File: src/rtl/core/uvmm_pkg.sv
`timescale 1ns / 1ps

package uvmm_pkg;

    localparam int MAX_ENTRIES = 64;
    localparam int ADDR_W      = (MAX_ENTRIES > 1) ? $clog2(MAX_ENTRIES) : 1;
    localparam int CNT_W       = 7;
    localparam int DATA_W      = 32;
    localparam int OUT_BITS    = DATA_W + CNT_W + DATA_W + DATA_W;
    localparam int OUT_TDATA_W = ((OUT_BITS + 7) / 8) * 8;

    // Controller to datapath.
    typedef struct packed {
        logic              load_wr;   // store or drop an incoming word
        logic              p1_start;  // clear the singleton statistics
        logic              cap_vi;    // latch the element under test
        logic              scan;      // compare read data with the element under test
        logic              scan_end;  // last compare for this element
        logic              out_load;  // load a singleton result
        logic              out_none;  // load the none-found result
        logic              run_end;   // clear the fill count and overflow flag
        logic [ADDR_W-1:0] raddr;
        logic [ADDR_W-1:0] idx;
    } uvmm_cmd_t;

    // Datapath to controller.
    typedef struct packed {
        logic [CNT_W-1:0] n;          // elements stored in this run
        logic             flag_i;     // element idx occurs once
        logic             has_unique;
        logic             out_last;   // result register holds the final result
    } uvmm_stat_t;

endpackage

File: src/rtl/core/uvmm_datapath.sv
`timescale 1ns / 1ps

module uvmm_datapath import uvmm_pkg::*; (
    input  logic                   aclk,
    input  logic                   aresetn,
    input  uvmm_cmd_t              cmd,
    output uvmm_stat_t             stat,
    input  logic [DATA_W-1:0]      in_value,
    output logic [OUT_TDATA_W-1:0] out_tdata,
    output logic                   out_tlast,
    output logic [1:0]             out_tuser
);

    logic [DATA_W-1:0]      mem [MAX_ENTRIES];
    logic [DATA_W-1:0]      rdata_reg;
    logic [CNT_W-1:0]       loaded_reg;
    logic                   ovf_reg;
    logic [DATA_W-1:0]      vi_reg;
    logic [1:0]             hits_reg;
    logic [MAX_ENTRIES-1:0] flags_reg;
    logic [CNT_W-1:0]       ucnt_reg;
    logic [DATA_W-1:0]      max_reg;
    logic [DATA_W-1:0]      min_reg;
    logic [ADDR_W-1:0]      lastpos_reg;

    logic [DATA_W-1:0]      ov_value_reg;
    logic [CNT_W-1:0]       ov_cnt_reg;
    logic [DATA_W-1:0]      ov_max_reg;
    logic [DATA_W-1:0]      ov_min_reg;
    logic                   ov_last_reg;
    logic                   ov_none_reg;
    logic                   ov_ovf_reg;

    logic                   match;
    logic [1:0]             hits_sum;
    logic                   single;
    logic                   is_lastpos;
    logic                   store_full;

    assign store_full = (loaded_reg == CNT_W'(MAX_ENTRIES));
    assign match      = (rdata_reg == vi_reg);
    assign hits_sum   = (hits_reg == 2'd2) ? 2'd2 : hits_reg + {1'b0, match};
    assign single     = (hits_sum == 2'd1);
    assign is_lastpos = (cmd.idx == lastpos_reg);

    always_ff @(posedge aclk) begin
        if (cmd.load_wr && !store_full) begin
            mem[loaded_reg[ADDR_W-1:0]] <= in_value;
        end
        rdata_reg <= mem[cmd.raddr];
    end

    always_ff @(posedge aclk) begin
        if (!aresetn) begin
            loaded_reg <= '0;
            ovf_reg    <= 1'b0;
        end else if (cmd.run_end) begin
            loaded_reg <= '0;
            ovf_reg    <= 1'b0;
        end else if (cmd.load_wr) begin
            if (store_full) begin
                ovf_reg <= 1'b1;
            end else begin
                loaded_reg <= loaded_reg + 1'b1;
            end
        end
    end

    always_ff @(posedge aclk) begin
        if (cmd.p1_start) begin
            ucnt_reg <= '0;
            max_reg  <= '0;
            min_reg  <= '0;
        end
        if (cmd.cap_vi) begin
            vi_reg   <= rdata_reg;
            hits_reg <= 2'd0;
        end
        if (cmd.scan) begin
            hits_reg <= hits_sum;
            if (cmd.scan_end) begin
                flags_reg[cmd.idx] <= single;
                if (single) begin
                    ucnt_reg    <= ucnt_reg + 1'b1;
                    lastpos_reg <= cmd.idx;
                    if (ucnt_reg == '0) begin
                        max_reg <= vi_reg;
                        min_reg <= vi_reg;
                    end else begin
                        if ($signed(vi_reg) > $signed(max_reg)) begin
                            max_reg <= vi_reg;
                        end
                        if ($signed(vi_reg) < $signed(min_reg)) begin
                            min_reg <= vi_reg;
                        end
                    end
                end
            end
        end
    end

    always_ff @(posedge aclk) begin
        if (cmd.out_none) begin
            ov_value_reg <= '0;
            ov_last_reg  <= 1'b1;
            ov_none_reg  <= 1'b1;
            ov_cnt_reg   <= '0;
            ov_max_reg   <= '0;
            ov_min_reg   <= '0;
            ov_ovf_reg   <= ovf_reg;
        end else if (cmd.out_load) begin
            ov_value_reg <= rdata_reg;
            ov_last_reg  <= is_lastpos;
            ov_none_reg  <= 1'b0;
            ov_cnt_reg   <= is_lastpos ? ucnt_reg : '0;
            ov_max_reg   <= is_lastpos ? max_reg : '0;
            ov_min_reg   <= is_lastpos ? min_reg : '0;
            ov_ovf_reg   <= ovf_reg;
        end
    end

    assign out_tdata = OUT_TDATA_W'({ov_min_reg, ov_max_reg, ov_cnt_reg, ov_value_reg});
    assign out_tlast = ov_last_reg;
    assign out_tuser = {ov_ovf_reg, ov_none_reg};

    assign stat.n          = loaded_reg;
    assign stat.flag_i     = flags_reg[cmd.idx];
    assign stat.has_unique = (ucnt_reg != '0);
    assign stat.out_last   = ov_last_reg;

endmodule

File: src/rtl/core/uvmm_ctrl.sv
`timescale 1ns / 1ps

module uvmm_ctrl import uvmm_pkg::*; (
    input  logic       aclk,
    input  logic       aresetn,
    input  logic       in_valid,
    input  logic       in_last,
    output logic       in_ready,
    output logic       out_valid,
    input  logic       out_ready,
    input  uvmm_stat_t stat,
    output uvmm_cmd_t  cmd
);

    typedef enum logic [2:0] {
        ST_LOAD,
        ST_P1_RDI,
        ST_P1_LDI,
        ST_P1_SCAN,
        ST_P2_RD,
        ST_P2_CHK,
        ST_P2_OUT
    } state_t;

    state_t            state_reg, state_next;
    logic [ADDR_W-1:0] i_reg, i_next;
    logic [ADDR_W-1:0] j_reg, j_next;
    logic              i_last;
    logic              j_last;
    logic              accept;
    logic [CNT_W-1:0]  n_minus1;

    assign n_minus1 = stat.n - 1'b1;
    assign i_last   = (CNT_W'(i_reg) == n_minus1);
    assign j_last   = (CNT_W'(j_reg) == n_minus1);
    assign in_ready  = (state_reg == ST_LOAD);
    assign out_valid = (state_reg == ST_P2_OUT);
    assign accept    = in_valid && in_ready;

    always_comb begin
        state_next = state_reg;
        i_next     = i_reg;
        j_next     = j_reg;
        cmd        = '0;
        cmd.idx    = i_reg;
        cmd.raddr  = i_reg;
        case (state_reg)
            ST_LOAD: begin
                cmd.load_wr = accept;
                if (accept && in_last) begin
                    cmd.p1_start = 1'b1;
                    i_next       = '0;
                    state_next   = ST_P1_RDI;
                end
            end
            ST_P1_RDI: begin
                state_next = ST_P1_LDI;
            end
            ST_P1_LDI: begin
                cmd.cap_vi = 1'b1;
                cmd.raddr  = '0;
                j_next     = '0;
                state_next = ST_P1_SCAN;
            end
            ST_P1_SCAN: begin
                // Read data belongs to j; the next address goes out meanwhile.
                cmd.scan     = 1'b1;
                cmd.scan_end = j_last;
                cmd.raddr    = j_reg + 1'b1;
                j_next       = j_reg + 1'b1;
                if (j_last) begin
                    if (i_last) begin
                        i_next     = '0;
                        state_next = ST_P2_RD;
                    end else begin
                        i_next     = i_reg + 1'b1;
                        state_next = ST_P1_RDI;
                    end
                end
            end
            ST_P2_RD: begin
                state_next = ST_P2_CHK;
            end
            ST_P2_CHK: begin
                if (!stat.has_unique) begin
                    cmd.out_none = 1'b1;
                    state_next   = ST_P2_OUT;
                end else if (stat.flag_i) begin
                    cmd.out_load = 1'b1;
                    state_next   = ST_P2_OUT;
                end else if (i_last) begin
                    cmd.run_end = 1'b1;
                    state_next  = ST_LOAD;
                end else begin
                    i_next     = i_reg + 1'b1;
                    state_next = ST_P2_RD;
                end
            end
            ST_P2_OUT: begin
                if (out_ready) begin
                    if (stat.out_last || i_last) begin
                        cmd.run_end = 1'b1;
                        state_next  = ST_LOAD;
                    end else begin
                        i_next     = i_reg + 1'b1;
                        state_next = ST_P2_RD;
                    end
                end
            end
            default: begin
                state_next = ST_LOAD;
            end
        endcase
    end

    always_ff @(posedge aclk) begin
        if (!aresetn) begin
            state_reg <= ST_LOAD;
            i_reg     <= '0;
            j_reg     <= '0;
        end else begin
            state_reg <= state_next;
            i_reg     <= i_next;
            j_reg     <= j_next;
        end
    end

endmodule

File: src/rtl/core/unique_value_min_max_core.sv
`timescale 1ns / 1ps

// Channel | Ports                  | Word
// input   | s_tvalid/tready/tdata  | tdata[31:0] value, tlast last_value
// result  | m_tvalid/tready/tdata  | tdata: unique_value, unique_count, max, min;
//         | m_tlast, m_tuser       | tlast last_of_run; tuser none_found, overflowed
//
// Words before the last are stored as they arrive. On the last word, with n stored
// elements, the singleton pass compares each element with all n stored elements
// through the single read port of the value memory. The emit pass checks elements
// in turn up to the last singleton and emits each singleton, or a none-found result.
// No word is accepted while a data set is being evaluated or emitted.
// A stalled result holds in the output register until m_tready.
// Reset is synchronous, active low, and returns the block to loading.
module unique_value_min_max_core import uvmm_pkg::*; (
    input  logic                   aclk,
    input  logic                   aresetn,
    input  logic                   s_tvalid,
    output logic                   s_tready,
    input  logic [31:0]            s_tdata,   // [31:0] value
    input  logic                   s_tlast,
    output logic                   m_tvalid,
    input  logic                   m_tready,
    // [31:0] unique_value, [38:32] unique_count, [70:39] max_value,
    // [102:71] min_value, [103] zero
    output logic [OUT_TDATA_W-1:0] m_tdata,
    output logic                   m_tlast,
    output logic [1:0]             m_tuser    // [0] none_found, [1] overflowed
);

    uvmm_cmd_t  cmd;
    uvmm_stat_t stat;

    uvmm_ctrl u_ctrl (
        .aclk      (aclk),
        .aresetn   (aresetn),
        .in_valid  (s_tvalid),
        .in_last   (s_tlast),
        .in_ready  (s_tready),
        .out_valid (m_tvalid),
        .out_ready (m_tready),
        .stat      (stat),
        .cmd       (cmd)
    );

    uvmm_datapath u_datapath (
        .aclk      (aclk),
        .aresetn   (aresetn),
        .cmd       (cmd),
        .stat      (stat),
        .in_value  (s_tdata),
        .out_tdata (m_tdata),
        .out_tlast (m_tlast),
        .out_tuser (m_tuser)
    );

    a_no_overlap: assert property (@(posedge aclk) disable iff (!aresetn)
        !(s_tready && m_tvalid))
        else $error("input accepted while a result is pending");

    a_none_is_last: assert property (@(posedge aclk) disable iff (!aresetn)
        (m_tvalid && m_tuser[0]) |-> m_tlast)
        else $error("none-found result not marked last");

    a_zero_count_mid_run: assert property (@(posedge aclk) disable iff (!aresetn)
        (m_tvalid && !m_tlast) |-> (m_tdata[38:32] == '0))
        else $error("count present on a non-final result");

    a_reload_after_last: assert property (@(posedge aclk) disable iff (!aresetn)
        (m_tvalid && m_tready && m_tlast) |=> s_tready)
        else $error("block did not return to loading after the final result");

endmodule
File: config.mk
export PLATFORM = sky130hd
export DESIGN_NAME = unique_value_min_max_core
export DESIGN_NICKNAME = d
export VERILOG_FILES = /design/src/rtl/core/uvmm_pkg.sv /design/src/rtl/core/uvmm_datapath.sv /design/src/rtl/core/uvmm_ctrl.sv /design/src/rtl/core/unique_value_min_max_core.sv
export SDC_FILE = /design/constraint.sdc
export NUM_CORES = 2
export LEC_CHECK = 0
export ABC_AREA = 1
export BUFFER_PORTS_ARGS = -buffer_cell sky130_fd_sc_hd__buf_2
export CORE_ASPECT_RATIO = 2
export CORE_MARGIN = 3
export CORE_UTILIZATION = 45
export DETAILED_ROUTE_END_ITERATION = 10
export PLACE_DENSITY_LB_ADDON = 0.05
export SYNTH_ARGS = -nofsm -noshare
export SYNTH_HDL_FRONTEND = slang
export SYNTH_SLANG_ARGS = --single-unit
File: constraint.sdc
create_clock -name aclk -period 9.4 [get_ports aclk]
set_clock_uncertainty 0.1 [all_clocks]
set_input_delay 0.94 -clock aclk [delete_from_list [all_inputs] [get_ports aclk]]
set_output_delay 0.94 -clock aclk [all_outputs]
set_load 0.03 [all_outputs]
### Word level (Yosys, flattened, before mapping)

Memory sizes are Yosys's and may differ from the RTL's. A register that Yosys moved wholly into a read port is not among the register bits.
Cells that the tools add are included.

| word-level totals | value |
|---|---|
| register bits after elaboration | 304 |
| bits in writable memories | 2,048 |
| input port bits | 37 |
| output and inout bits | 109 |
| word-level logic and storage cells | 137 |
| memories kept | 1 |

| cells by class | value |
|---|---|
| add/sub/neg operators | 6 |
| magnitude comparators | 4 |
| eq/ne operators | 20 |
| muxes and demuxes | 65 |
| bitwise logic cells | 2 |
| reduce and logical (&&, ||, !) cells | 20 |

Memory list:

| memory | words | width | rd ports | clocked after Yosys merged registers in | wr ports | RTL line | source |
|---|---|---|---|---|---|---|---|
| u_datapath.mem | 64 | 32 | 1 | 1 | 1 | uvmm_datapath.sv:14 | `logic [DATA_W-1:0] mem [MAX_ENTRIES];` |

Operator list:

| operator | count |
|---|---|
| 2-to-1 mux 32 bit | 14 |
| bitwise mux 64 bit | 1 |
| 2-to-1 mux 6 bit | 8 |
| 2-to-1 mux 7 bit | 5 |
| == test 32 bit | 1 |
| > comparator 32 bit | 1 |
| < comparator 32 bit | 1 |
| 2-to-1 mux 3 bit | 8 |
| case mux 6 bit (2 select lines) | 2 |
| case mux 6 bit (4 select lines) | 1 |
| case mux 3 bit (7 select lines) | 1 |
| 2-to-1 mux 1 bit | 16 |
| adder 7 x 1 -> 7 bit, second input constant | 2 |
| == test 6 x 7 -> 1 bit | 2 |
| adder 6 x 1 -> 6 bit, second input constant | 2 |
| 2-to-1 mux 2 bit | 6 |
| == test 3 bit, second input constant | 3 |
| inequality test 2 bit, second input constant | 4 |
| AND reduction 8 bit | 1 |
| == test 7 bit, second input constant | 1 |
| zero test 7 bit | 1 |
| < comparator 6 x 7 -> 1 bit, second input constant | 1 |
| nonzero test 7 bit | 1 |
| subtractor 7 x 1 -> 7 bit, second input constant | 1 |
| 21 further kinds | 33 |

### Logic depth before layout (Yosys ltp)

| depth | value |
|---|---|
| depth after elaboration | 11 |
| gate-level depth with buffers | 21 |
| depth with buffers taken out | 19 |

### Modules after synthesis

From an unflattened synthesis, not the netlist that was laid out.

| second synthesis, totals | value |
|---|---|
| cells, all modules | 7,771 |
| area, all modules | 95,032.4 µm² |

Modules (own cells, without submodules):

| module | times used | cells an instance | area each (µm²) | sequential area each (µm²) |
|---|---|---|---|---|
| uvmm_datapath | 1 | 7,528 | 93,636.1 | 68,976.2 |
| uvmm_ctrl | 1 | 243 | 1,396.3 | 300.3 |

### Least setup slack after synthesis

OpenSTA, ideal clock, no wires.

| path | value |
|---|---|
| kind | input to register |
| start point | input port s_tvalid |
| end point | memory u_datapath.mem[34][0] (enable) |
| setup time | 0.501 ns |
| arrival | 4.633 ns |
| required time | 8.799 ns |
| path slack | 4.165 ns |
| stages | 5 |
| path buffers | 1 |
| cells stage by stage | nand2_1 -> nor2_1 -> inv_1 -> clkbuf_1 -> nor4_1 |

| between the ends | value |
|---|---|
| word-level cells in the longest chain between the ends | 5 |

RTL lines:

| item | RTL line | source |
|---|---|---|
| start: declaration | unique_value_min_max_core.sv:18 | `input logic s_tvalid,` |
| logical AND 1 bit | uvmm_ctrl.sv:38 | `assign accept = in_valid && in_ready;` |
| 2-to-1 mux 2 bit | uvmm_ctrl.sv:47 | `case (state_reg)` |
| logical AND 1 bit | uvmm_datapath.sv:47 | `if (cmd.load_wr && !store_full) begin` |
| 2-to-1 mux 1 bit | uvmm_datapath.sv:47 |  |
| 2-to-1 mux 1 bit (not written as such) | uvmm_datapath.sv:48 | `mem[loaded_reg[ADDR_W-1:0]] <= in_value;` |
| end: declaration | uvmm_datapath.sv:14 |  |

No other way between the ends.

### Worst setup path after layout

| path | value |
|---|---|
| start point | register u_datapath.vi_reg[15] |
| end point | register u_datapath.ucnt_reg[5] |

| between the ends | value |
|---|---|
| word-level cells in the longest chain between the ends | 7 |

RTL lines:

| item | RTL line | source |
|---|---|---|
| start: declaration | uvmm_datapath.sv:18 | `logic [DATA_W-1:0] vi_reg;` |
| start signal: assignment | uvmm_datapath.sv:76 | `vi_reg <= rdata_reg;` |
| == test 32 bit | uvmm_datapath.sv:41 | `assign match = (rdata_reg == vi_reg);` |
| adder 2 x 1 -> 2 bit | uvmm_datapath.sv:42 | `assign hits_sum = (hits_reg == 2'd2) ? 2'd2 : hits_reg + {1'b0, match};` |
| 2-to-1 mux 2 bit | uvmm_datapath.sv:42 |  |
| == test 2 x 1 -> 1 bit | uvmm_datapath.sv:43 | `assign single = (hits_sum == 2'd1);` |
| named net u_datapath.single | uvmm_datapath.sv:36 | `logic single;` |
| 2-to-1 mux 7 bit | uvmm_datapath.sv:83 | `if (single) begin` |
| 2-to-1 mux 7 bit | uvmm_datapath.sv:81 | `if (cmd.scan_end) begin` |
| 2-to-1 mux 7 bit | uvmm_datapath.sv:79 | `if (cmd.scan) begin` |
| end signal: assignment | uvmm_datapath.sv:84 | `ucnt_reg <= ucnt_reg + 1'b1;` |
| end: declaration | uvmm_datapath.sv:21 | `logic [CNT_W-1:0] ucnt_reg;` |

The timed path passes the listed nets, and every way through them passes these cells.
A chain may end at the register's enable or synchronous reset.

==> results.md <==
* Largest family of logic cells by synthesized area: simple AND/OR/NAND/NOR gates
* Post-CTS setup buffers at 0
* Max IR drop VDD at 0.1665 mV
* # rows at 242
* Top post-synthesis cells by area: edfxtp_1 (66%), nand3_1 (5.7%), dfxtp_1 (4.7%), nand2_1 (4.5%), o21ai_0 (3.8%)
* Synth top area share at 65.73%
* Startpoint types: register
* Clk Latency, worst-skew pair at 0.86 ns
* Largest area contributor in the netlist: edfxtp_1
* Post-synthesis compound-gate area fraction at 8.748%
* Vias per cell at roughly 5.7
* Post-synthesis mux area share at 0.02035%
* Drt first pass iters at 5
* Die width at 336.6 um
* Clk Tree Root Cell: clkbuf_16
* Full die area at 0.2246 mm^2
* EDFF count, synth at 2153
* Setup TNS at 0 ns
* Design area at 0.1087 mm^2
* Detailed Route Iter0 Violations at 5164
* Die height at 667.2 um
* CTS max path bufs at 4
* Power Density at 236.8 mW/mm^2
* Global Route Usage Sum at 27.03%
* Core Footprint at around 0.22 mm^2
* Mapped Area at just under 0.1 mm^2
* Pin count of the biggest net entering global routing at 203
* Status: finished, final reports clean
* Routability Congestion at ~0.88
* Share of cells above drive strength 1 at 8.603%
* Largest register FFs at about 2000
* WP data required at 10.05 ns
* Final WS setup at ~3.0 ns
* Post-synthesis adder-cell area fraction at less than 1%
* Max-slew violations at 0
* Layout area overhead at 10.56%
* Num CTS Buffers at 218
* Minimum clock period at 6.423 ns
* Avg Cell Area, Syn at about 12 um^2
* Resized cells post-CTS at 0
* Worst-path clk slew at 0.07 ns
* Max Freq at 155.7 MHz
* RSZ-0062 raised after global routing: no
* IO Count at 146
* Cells after Synth at 8545
* Top cells by count, synth: edfxtp_1 (2153), nand2_1 (1178), nand3_1 (1121), nor2_1 (937), o21ai_0 (753)
* Xor/xnor share of the synthesized area at 0.2226%
* Hpwl dp at between 150000 and 200000 um
* Vias in the first global route at 63750
* Reg power frac at 46.5%
* Final wirelength at 307300 um
* Internal power component at 0.01793 W
* Max-cap viol count at 0
* NetSw at between 0.007 and 0.008 W
* Yosys cell types at 49
* Synth Warn # at 0
* Place WS at 2.864 ns
* Final setup fails at 0
* Cell Area, Placed at 0.1020 mm^2
* Clock power frac at 33.6%
* # H-tree levels at 4
* Sw Ratio at between 30% and 40%
* TritonCTS clock tree: done
* Cts hold-fix bufs at 0
* Initial cell density of the core at 45.24%
* Sequential element share of the synthesized area at a little over two thirds
* Tightest Pin Transition at 1.300 ns
* Post-Synth Simple-Gate Area at around 14%
* Final hold viol count at 0
* Synth Flop Type: edfxtp_1
* Dominant cell by count in the synthesized netlist: edfxtp_1
* Fin Hold WS at between 0.2 and 0.3 ns
* Routed Antenna Nets at 0
* DRC at 0
* Critical Path End Type: register
* DR vias at 65480
* Leakage power at 38.43 nW
* Final critical-path share of the clock period at 68.33%
* Logic pwr share at about a fifth
* Synthesized flop and latch total at 2384
* Fin nets at approximately 8700
* DR WL/cell at 26.66 um
* Port bufs at 144
* Syn nets at 8653
* Total gr overflow at 0
* Setup Crit Path Kind: register to register
* Slew HR at 13.14%
* CP max FO at between 60 and 70
* Initial antenna violation count at 15
* First-pass GRT wire length at 443500 um
* WP data arrival at 7.07 ns
* Sink Count at 2384
* Post-synthesis async set-or-reset flop share at 0%
* Hold Crit Class: primary input to register
[stage by stage]
| stage | util, % | total power, W | instances |
|---|---|---|---|
| 6_report | 50.02 | 0.02575 | 11530 |
| 5_1_grt | 50.02 | 0.02687 | 11530 |
| 4_1_cts | 50.02 | 0.02599 | 11520 |
| 3_5_place_dp | 46.93 | 0.01739 | 11130 |
| 3_3_place_gp | 46.93 | 0.01734 | 11130 |
| 2_1_floorplan | - | 0.01542 | 8545 |
[worst max-delay path, stage by stage (launching register included)]
cell      delay (ns)
edfxtp_1        0.50
xor2_1          0.18
nor4_1          0.76
nand4_1         0.28
nor3_1          0.94
ha_1            0.32
xnor2_1         0.12
o21ai_0         0.18
nor2_4          1.00
nand2_2         0.39
clkinv_2        0.59
buf_4           0.53
nand4_1         0.19
nor2_1          0.13
a21oi_1         0.05
[power by group through the flow]
stage	Combinational (W)	Sequential [W]	Clock, W
after floorplan	0.00327	0.0121	0
after global placement	0.00514	0.0122	0
after detailed placement	0.00517	0.0122	0
after CTS	0.00518	0.0120	0.00883
after global routing	0.00567	0.0120	0.00921
final	0.00513	0.0120	0.00864
[layout by cell type, fill, tap and decap left out, types with 71 or more instances in the layout]
master and n:
o21ai_1 110, o211ai_1 352, a21oi_1 224, clkbuf_16 221
ha_1 71, buf_4 163, nand2_1 1177, inv_1 675
edfxtp_1 2153, nor2_1 875, o21ai_0 751, nand3_1 1121
dfxtp_1 231, buf_2 144
[path summary, 6_finish.rpt]
kind | from | to | slack, ns | cells after the start
worst min-delay path | aresetn | u_ctrl.state_reg[1] | 0.25 | 3
worst min register to register | u_datapath.rdata_reg[19] | u_datapath.vi_reg[19] | 0.33 | 0
worst max register to register | u_datapath.vi_reg[15] | u_datapath.ucnt_reg[5] | 2.98 | 14
worst max-delay path | u_datapath.vi_reg[15] | u_datapath.ucnt_reg[5] | 2.98 | 14
[cells by family (layout without fill, tap and decap cells)]
logic type	after synthesis	after routing
mux	2	2
xor+xnor	25	25
flops	2384	2384
other cells	1	4
buf+inv	1225	1398
compound gates	1506	1506
fa+ha+maj	71	71
simple gates	3331	3331
[metal layers]
layer,GRT usage (%),part of all wire (%),vias to the layer above,wire [um]
met4,11.60,4.8,4,14690
met1,31.26,38,32920,115300
li1,-,-,30120,-
met5,0,0.0088,-,27
met3,2.783,4.3,564,13310
met2,50.34,53,1875,164000
[area by class of cell]
type                       count  area [um^2]
antenna                        3        7.507
inverter                     687         2604
tap                         2806         3511
clock buffer                 279         5848
fill                       19410       108700
multi-input combinational   4936        24430
timing repair buffer         320         2205
sequential                  2384        69280
clock inverter               112        864.6
(Power assumes the default switching activity.)
